## src/fr_pkg.sv

```systemverilog
// Package for the fraction reducer: command and status words passed between
// the controller and the datapath. No dependencies.
package fr_pkg;

	typedef struct packed {
		logic load;
		logic gcd_step;
		logic g_latch;
		logic div_step;
		logic write_out;
	} cmd_t;

	typedef struct packed {
		logic special;
		logic gcd_done;
		logic div_done;
	} stat_t;

	typedef enum logic [3:0] {
		ST_IDLE = 4'b0001,
		ST_GCD  = 4'b0010,
		ST_DIV  = 4'b0100,
		ST_FIN  = 4'b1000
	} state_t;

endpackage

```

## src/fr_in_if.sv

```systemverilog
// Input channel of the fraction reducer: valid/ready handshake with one
// numerator/denominator word. No dependencies.
interface fr_in_if #(parameter int W = 32);
	logic                valid;
	logic                ready;
	logic signed [W-1:0] in_numerator;
	logic signed [W-1:0] in_denominator;

	modport source (output valid, output in_numerator, output in_denominator, input ready);
	modport sink (input valid, input in_numerator, input in_denominator, output ready);
endinterface

```

## src/fr_out_if.sv

```systemverilog
// Output channel of the fraction reducer: valid/ready handshake with the
// reduced fraction and a status bit. No dependencies.
interface fr_out_if #(parameter int W = 32);
	logic                valid;
	logic                ready;
	logic signed [W-1:0] out_numerator;
	logic signed [W-1:0] out_denominator;
	logic                status;

	modport source (output valid, output out_numerator, output out_denominator,
		output status, input ready);
	modport sink (input valid, input out_numerator, input out_denominator,
		input status, output ready);
endinterface

```

## src/fraction_reduce_top.sv

```systemverilog
// Fraction reducer top level: reduces a signed fraction to lowest terms.
// Binary GCD (data dependent), then restoring division by the GCD, then a result write;
// a zero operand skips the GCD and the division and goes to the write.
// One word in flight; the next is taken in the cycle after the write, and the write
// waits while the previous result is still pending.
// arst_n clears the controller and the output valid; payload is not reset.
module fraction_reduce_top #(
	parameter int VALUE_WIDTH = 32
) (
	input logic       clk,
	input logic       arst_n,
	fr_in_if.sink     in_ch,
	fr_out_if.source  out_ch
);
	import fr_pkg::*;

	cmd_t  cmd;
	stat_t stat;
	logic [VALUE_WIDTH-1:0] res_num, res_den;
	logic                   res_stat;

	fr_ctrl u_ctrl (
		.clk       (clk),
		.arst_n    (arst_n),
		.in_valid  (in_ch.valid),
		.in_ready  (in_ch.ready),
		.out_valid (out_ch.valid),
		.out_ready (out_ch.ready),
		.stat      (stat),
		.cmd       (cmd)
	);

	fr_dpath #(.W(VALUE_WIDTH)) u_dpath (
		.clk             (clk),
		.in_numerator    (in_ch.in_numerator),
		.in_denominator  (in_ch.in_denominator),
		.cmd             (cmd),
		.stat            (stat),
		.out_numerator   (res_num),
		.out_denominator (res_den),
		.status          (res_stat)
	);

	assign out_ch.out_numerator   = res_num;
	assign out_ch.out_denominator = res_den;
	assign out_ch.status          = res_stat;

	a_write_free: assert property (@(posedge clk) disable iff (!arst_n)
		cmd.write_out |-> (!out_ch.valid || out_ch.ready))
		else $error("result overwritten while pending");

	a_busy_after_accept: assert property (@(posedge clk) disable iff (!arst_n)
		(in_ch.valid && in_ch.ready) |=> !in_ch.ready)
		else $error("input taken while busy");

	a_err_zero: assert property (@(posedge clk) disable iff (!arst_n)
		(out_ch.valid && out_ch.status) |->
			(out_ch.out_numerator == '0 && out_ch.out_denominator == '0))
		else $error("error word not zeroed");

	a_den_nonzero: assert property (@(posedge clk) disable iff (!arst_n)
		(out_ch.valid && !out_ch.status) |-> (out_ch.out_denominator != '0))
		else $error("zero denominator on good word");
endmodule

```

## src/fr_dpath.sv

```systemverilog
// Datapath of the fraction reducer: magnitudes, binary GCD step unit,
// two restoring divider lanes sharing the divisor, and the result register.
// Depends on fr_pkg.
module fr_dpath #(
	parameter int W = 32
) (
	input  logic          clk,
	input  logic [W-1:0]  in_numerator,
	input  logic [W-1:0]  in_denominator,
	input  fr_pkg::cmd_t  cmd,
	output fr_pkg::stat_t stat,
	output logic [W-1:0]  out_numerator,
	output logic [W-1:0]  out_denominator,
	output logic          status
);
	import fr_pkg::*;

	localparam int KW = $clog2(W);
	localparam logic [KW-1:0] LAST = KW'(W - 1);

	logic [W-1:0]  a_q, b_q, g_q;
	logic [W-1:0]  nq_q, dq_q, nr_q, dr_q;
	logic [KW-1:0] k_q, cnt_q;
	logic          nneg_q, dneg_q, zden_q, znum_q;
	logic [W-1:0]  onum_q, oden_q;
	logic          ostat_q;

	logic [W-1:0]  a_mag, b_mag;
	logic [W-1:0]  a_nx, b_nx;
	logic [KW-1:0] k_nx;
	logic [W-1:0]  diff_ab, diff_ba;
	logic [W:0]    nr_sh, dr_sh, g_ext;
	logic          n_bit, d_bit;
	logic [W-1:0]  nr_nx, dr_nx;
	logic [W-1:0]  res_n, res_d;

	assign a_mag = in_numerator[W-1] ? (~in_numerator + W'(1)) : in_numerator;
	assign b_mag = in_denominator[W-1] ? (~in_denominator + W'(1)) : in_denominator;

	assign diff_ab = a_q - b_q;
	assign diff_ba = b_q - a_q;

	// binary GCD: strip twos, subtract smaller odd from larger odd
	always_comb begin
		a_nx = a_q;
		b_nx = b_q;
		k_nx = k_q;
		if (!a_q[0] && !b_q[0]) begin
			a_nx = a_q >> 1;
			b_nx = b_q >> 1;
			k_nx = k_q + KW'(1);
		end else if (!a_q[0]) begin
			a_nx = a_q >> 1;
		end else if (!b_q[0]) begin
			b_nx = b_q >> 1;
		end else if (a_q >= b_q) begin
			a_nx = diff_ab >> 1;
		end else begin
			b_nx = diff_ba >> 1;
		end
	end

	// restoring division, one quotient bit per lane per cycle
	always_comb begin
		g_ext = {1'b0, g_q};
		nr_sh = {nr_q, nq_q[W-1]};
		dr_sh = {dr_q, dq_q[W-1]};
		n_bit = (nr_sh >= g_ext);
		d_bit = (dr_sh >= g_ext);
		nr_nx = n_bit ? W'(nr_sh - g_ext) : nr_sh[W-1:0];
		dr_nx = d_bit ? W'(dr_sh - g_ext) : dr_sh[W-1:0];
	end

	assign res_n = nneg_q ? (~nq_q + W'(1)) : nq_q;
	assign res_d = dneg_q ? (~dq_q + W'(1)) : dq_q;

	always_ff @(posedge clk) begin
		if (cmd.load) begin
			a_q    <= a_mag;
			b_q    <= b_mag;
			nq_q   <= a_mag;
			dq_q   <= b_mag;
			k_q    <= '0;
			nneg_q <= in_numerator[W-1];
			dneg_q <= in_denominator[W-1];
			zden_q <= (in_denominator == '0);
			znum_q <= (in_numerator == '0);
		end else if (cmd.gcd_step) begin
			a_q <= a_nx;
			b_q <= b_nx;
			k_q <= k_nx;
		end
		if (cmd.g_latch) begin
			g_q   <= (a_q | b_q) << k_q;
			nr_q  <= '0;
			dr_q  <= '0;
			cnt_q <= '0;
		end else if (cmd.div_step) begin
			nr_q  <= nr_nx;
			dr_q  <= dr_nx;
			nq_q  <= {nq_q[W-2:0], n_bit};
			dq_q  <= {dq_q[W-2:0], d_bit};
			cnt_q <= cnt_q + KW'(1);
		end
		if (cmd.write_out) begin
			if (zden_q) begin
				onum_q  <= '0;
				oden_q  <= '0;
				ostat_q <= 1'b1;
			end else if (znum_q) begin
				onum_q  <= '0;
				oden_q  <= W'(1);
				ostat_q <= 1'b0;
			end else begin
				onum_q  <= res_n;
				oden_q  <= res_d;
				ostat_q <= 1'b0;
			end
		end
	end

	assign stat.special  = zden_q | znum_q;
	assign stat.gcd_done = (a_q == '0) | (b_q == '0);
	assign stat.div_done = (cnt_q == LAST);

	assign out_numerator   = onum_q;
	assign out_denominator = oden_q;
	assign status          = ostat_q;
endmodule

```

## src/fr_ctrl.sv

```systemverilog
// Controller of the fraction reducer: one-hot state machine sequencing
// load, GCD, division and result write; owns the output valid flag.
// Depends on fr_pkg.
module fr_ctrl (
	input  logic          clk,
	input  logic          arst_n,
	input  logic          in_valid,
	output logic          in_ready,
	output logic          out_valid,
	input  logic          out_ready,
	input  fr_pkg::stat_t stat,
	output fr_pkg::cmd_t  cmd
);
	import fr_pkg::*;

	state_t state_q, state_nx;
	logic   out_valid_q;
	logic   out_free;

	assign out_free = !out_valid_q || out_ready;

	always_comb begin
		state_nx = state_q;
		cmd      = '0;
		in_ready = 1'b0;
		unique case (state_q)
			ST_IDLE: begin
				in_ready = 1'b1;
				if (in_valid) begin
					cmd.load = 1'b1;
					state_nx = ST_GCD;
				end
			end
			ST_GCD: begin
				if (stat.special) begin
					state_nx = ST_FIN;
				end else if (stat.gcd_done) begin
					cmd.g_latch = 1'b1;
					state_nx    = ST_DIV;
				end else begin
					cmd.gcd_step = 1'b1;
				end
			end
			ST_DIV: begin
				cmd.div_step = 1'b1;
				if (stat.div_done) begin
					state_nx = ST_FIN;
				end
			end
			ST_FIN: begin
				if (out_free) begin
					cmd.write_out = 1'b1;
					state_nx      = ST_IDLE;
				end
			end
			default: state_nx = ST_IDLE;
		endcase
	end

	always_ff @(posedge clk or negedge arst_n) begin
		if (!arst_n) begin
			state_q     <= ST_IDLE;
			out_valid_q <= 1'b0;
		end else begin
			state_q <= state_nx;
			if (cmd.write_out) begin
				out_valid_q <= 1'b1;
			end else if (out_ready) begin
				out_valid_q <= 1'b0;
			end
		end
	end

	assign out_valid = out_valid_q;
endmodule
```

## src/flat_wrapper.sv

```systemverilog
// flat-port wrapper written by rule: the top's interface ports become plain ports
module fraction_reduce_top_flat import fr_pkg::*;
#(
	parameter int VALUE_WIDTH = 32
)
  (clk, arst_n, in_ch_valid, in_ch_in_numerator, in_ch_in_denominator, in_ch_ready, out_ch_valid, out_ch_out_numerator, out_ch_out_denominator, out_ch_status, out_ch_ready);
  fr_in_if in_ch_i ();
  fr_out_if out_ch_i ();
  input logic clk;
  input logic arst_n;
  input wire logic [$bits(in_ch_i.valid)-1:0] in_ch_valid;
  input wire logic [$bits(in_ch_i.in_numerator)-1:0] in_ch_in_numerator;
  input wire logic [$bits(in_ch_i.in_denominator)-1:0] in_ch_in_denominator;
  output wire logic [$bits(in_ch_i.ready)-1:0] in_ch_ready;
  output wire logic [$bits(out_ch_i.valid)-1:0] out_ch_valid;
  output wire logic [$bits(out_ch_i.out_numerator)-1:0] out_ch_out_numerator;
  output wire logic [$bits(out_ch_i.out_denominator)-1:0] out_ch_out_denominator;
  output wire logic [$bits(out_ch_i.status)-1:0] out_ch_status;
  input wire logic [$bits(out_ch_i.ready)-1:0] out_ch_ready;
  assign in_ch_i.valid = in_ch_valid;
  assign in_ch_i.in_numerator = in_ch_in_numerator;
  assign in_ch_i.in_denominator = in_ch_in_denominator;
  assign in_ch_ready = in_ch_i.ready;
  assign out_ch_valid = out_ch_i.valid;
  assign out_ch_out_numerator = out_ch_i.out_numerator;
  assign out_ch_out_denominator = out_ch_i.out_denominator;
  assign out_ch_status = out_ch_i.status;
  assign out_ch_i.ready = out_ch_ready;
  fraction_reduce_top #(.VALUE_WIDTH(VALUE_WIDTH)) u_core (.clk(clk), .arst_n(arst_n), .in_ch(in_ch_i), .out_ch(out_ch_i));
endmodule
```

## config.mk

```make
export PLATFORM = sky130hd
export DESIGN_NAME = fraction_reduce_top_flat
export DESIGN_NICKNAME = d
export VERILOG_FILES = /design/src/fr_pkg.sv /design/src/fr_in_if.sv /design/src/fr_out_if.sv /design/src/fraction_reduce_top.sv /design/src/fr_dpath.sv /design/src/fr_ctrl.sv /design/src/flat_wrapper.sv
export SDC_FILE = /design/constraint.sdc
export NUM_CORES = 1
export LEC_CHECK = 0
export ABC_AREA = 1
export BUFFER_PORTS_ARGS = -buffer_cell sky130_fd_sc_hd__buf_2
export CAP_MARGIN = 25
export CORE_AREA = 3 3 224 226
export CTS_CLUSTER_SIZE = 16
export DETAILED_ROUTE_END_ITERATION = 16
export DIE_AREA = 0 0 227 229
export GPL_ROUTABILITY_DRIVEN = 0
export HOLD_SLACK_MARGIN = 0.12
export PLACE_DENSITY = 0.78
export SETUP_SLACK_MARGIN = 0.1
export SLEW_MARGIN = 20
export SYNTH_ARGS = -nofsm -noshare
export SYNTH_HDL_FRONTEND = slang
export SYNTH_HIERARCHICAL = 1
export SYNTH_SLANG_ARGS = --single-unit
```

## constraint.sdc

```tcl
create_clock -name clk -period 4.7 [get_ports clk]
set_clock_uncertainty 0.05 [all_clocks]
set_input_delay 0.94 -clock clk [delete_from_list [all_inputs] [get_ports clk]]
set_output_delay 0.94 -clock clk [all_outputs]
set_load 0.005 [all_outputs]
```

==> results.md <==
* Syn nets at 4793
* HP Class: flip-flop to flip-flop
* Clock power share at 0.201
* Clock sinks at 308
* Internal at 8.36 mW
* CTS tree: built
* Share of the synthesized area in the top cell type at 0.207
* Worst R2R Path Depth at 12
* Vias in the first global route at 27.3k
* GRT Overall Usage at 0.348
* Dpl cell area at 29100 sq um
* Startpoint types: flip-flop
* Sw frac at 0.488
* TNS Setup at 0 ns
* Final period utilization at 0.774
* Leading area contributor after synthesis: nand2_1
* Worst setup EP type: flip-flop
* Commonest non-fill, non-tap cell in the layout: nand2_1
* CP Max Fanout at 20
* RSZ-0062 raised after global routing: false
* Nets at 4855
* Clk_lat worst skew at 0.59 ns
* Final instance area at 30600 sq um
* CTS clk-pin slew, worst paths at 0.06 ns
* Routed via count at 29.8k
* Final worst path period need at 3.64 ns
* Initial Util at 0.576
* Core ar. at 48500 sq um
* Sequential area share after synthesis at 0.280
* Max Transition Viols Final at 0
* CTS Root Cell: clkbuf_16
* Slew HR at 0.448
* Reg2reg end: u_core/u_dpath/b_q[18]
* Vias per cell at 5.66
* Most frequent cells in the layout: nand2_1 (1538), inv_1 (723), nor2_1 (365)
* Global-route wire length before repair at 144000 microns
* Cts bufs inserted at 38
* Post-CTS sizing at 0
* PD cells at 534 nW/um^2
* Crit path from: u_core/u_dpath/a_q[15]
* CTS H-tree depth at 2
* Outcome: finished, final reports clean
* Syn_area_per_cell at 6.14 sq um
* Sequential group share of total power at 0.272
* #FFs+latches synth at 308
* Synth cell types at 51
* Largest cells by area after synthesis: nand2_1 (21%), edfxtp_1 (18%), dfxtp_1 (9.9%)
* Combinational power share at 0.527
* Final setup vio count at 0
* Total Wirelength at 92300 microns
* Routed wire per std cell at 17.5 microns
* Die Wd at 227 microns
* Largest net degree at the start of global routing at 115
* Worst slew pin tran at 0.828 ns
* Grt ovf at 0
* CP required at 4.97 ns
* Post-Synthesis Cells at 4554
* Critical hold path startpoint: u_core/u_dpath/cnt_q[4]
* Layout cells sized above 1 at 0.0680
* Leak at 15.8 nW
* Worst reg2reg setup slack at 1.06 ns
* Worst Hold End: u_core/u_dpath/cnt_q[4]
* Crit path kind: flip-flop to flip-flop
* IR drop worst, VDD at 0.396 mV
* Residual DRC at 0
* Achievable Freq at 0.275 GHz
* Area Overhead vs Synth at 9.36%
* Io pins at 135
* Post-Syn Area at 28000 sq um
* I/O Buffers at 134
* Initial antenna violation count at 1
* Ys Warns at 6
* Psw at 7.98 mW
* Post-route ant nets at 0
* Worst EP arrival at 3.91 ns
* Reg2reg start: u_core/u_dpath/a_q[15]
* Die area at 52000 sq um
* Antenna diodes at 0
* Total count of hold-check failures in the final report at 0
* Hold path depth at 2
* Deepest clock path buffer count at 3
* Drt pass-1 iters at 7
* DR iter-0 viols at 3356
* Die Y at 229 microns
* Std-Cell Rows at 81
* DPL Wire Length at 72600 microns
* Max Cap Viol at 0
## worst max-delay path, stage by stage, from the launching register on
cell and delay, ns:
edfxtp_1 0.45, nor4_1 0.59, nand4_1 0.28, o32ai_1 0.24, buf_4 0.22, nor2_1 0.06
nand3_2 0.14, inv_1 0.08, nor2_1 0.59, a31oi_1 0.14, inv_1 0.14, a31oi_4 0.11
buf_16 0.27
## worst max path at each step
stage	to	cells past startpoint
6_report	u_core/u_dpath/b_q[18]	12
5_1_grt	u_core/u_dpath/b_q[27]	12
4_1_cts	u_core/u_dpath/b_q[7]	11
3_5_place_dp	u_core/u_dpath/b_q[24]	11
3_3_place_gp	u_core/u_dpath/a_q[28]	14
2_1_floorplan	u_core/u_dpath/a_q[10]	7
## Yosys cell counts (all sizes together)
cell / n
clkinv: 6
ha: 167
a211oi: 1
o211ai: 15
clkbuf: 96
and2: 7
nand2: 1546
a21o: 1
fa: 4
o31ai: 8
a31oi: 49
o311ai: 1
o21bai: 24
inv: 742
buf: 47
nand3b: 60
nor3: 53
a22oi: 10
a21boi: 1
nand3: 332
o32ai: 1
nor3b: 1
nand4: 50
mux2i: 13
dfstp: 1
xnor2: 29
nor2: 387
or2: 11
and3: 3
dfxtp: 138
dfrtp: 4
xor2: 37
o21ai: 255
o21a: 12
nor4: 23
a21oi: 254
edfxtp: 165
## layout make-up
class	instances	area [sq um]
inverter	748	2810
sequential	308	7840
clock inverter	28	432
tap	622	778
timing repair buffer	165	978
clock buffer	42	976
fill	4617	18000
multi-input combinational	3355	16800
## power groups by stage
stage          Combinational, mW  Clock [mW]  Sequential, mW
6_report                    8.60        3.29            4.44
5_1_grt                     9.44        3.45            4.50
4_1_cts                     8.29        3.34            4.42
3_5_place_dp                8.23           0            4.47
3_3_place_gp                8.11           0            4.45
2_1_floorplan               5.94           0            4.19
## sequential cells by signal, summed over array words and instances (netlist names)
register / flops
u_core/u_dpath/status: 1
u_core/u_dpath/dneg_q: 1
u_core/u_dpath/dr_q: 32
u_core/u_dpath/nq_q: 32
u_core/u_dpath/zden_q: 1
u_core/u_dpath/a_q: 32
u_core/u_dpath/out_numerator: 32
u_core/u_dpath/znum_q: 1
u_core/u_ctrl/out_valid: 1
u_core/u_dpath/cnt_q: 5
u_core/u_dpath/g_q: 32
u_core/u_dpath/k_q: 5
u_core/u_dpath/out_denominator: 32
u_core/u_dpath/nneg_q: 1
u_core/u_dpath/nr_q: 32
u_core/u_dpath/b_q: 32
u_core/u_ctrl/state_q: 4
u_core/u_dpath/dq_q: 32
## repair_timing
| action | in CTS | in global routing |
|---|---|---|
| hold buffers | 1 | 0 |
| endpoints found under the hold margin | 4 | 0 |
| setup buffers | 0 | 0 |
## per-stage QoR
| stage | setup WS (ns) | instances | total power [mW] | hold slack, ns | utilization |
|---|---|---|---|---|---|
| 2_1_floorplan | 0.445 | 4554 | 10.1 | 0.395 | - |
| 3_3_place_gp | 1.32 | 5194 | 12.6 | 0.404 | 0.599 |
| 3_5_place_dp | 1.30 | 5195 | 12.7 | 0.410 | 0.600 |
| 4_1_cts | 1.28 | 5266 | 16.1 | 0.420 | 0.629 |
| 5_1_grt | 1.06 | 5268 | 17.4 | 0.453 | 0.630 |
| 6_report | 1.06 | 5268 | 16.3 | 0.420 | 0.630 |
## routing by layer
metal	wire length, microns	global-route usage	up-vias	share of wire
met5	12	0	-	0.00013
met4	7260	0.228	2	0.079
li1	-	-	14700	-
met3	8190	0.0551	362	0.089
met2	41500	0.563	1502	0.45
met1	35300	0.429	13300	0.38
## cells by family after synthesis
kind of cell | share of synthesized area
and+or+nand+nor | 0.369
buffers and inverters | 0.122
AOI/OAI and AO/OA | 0.125
DFF | 0.280
adders and majority gates | 0.0776
xor gates and xnor gates | 0.0207
muxes | 0.00465
Power figures use the tool's default switching activity.
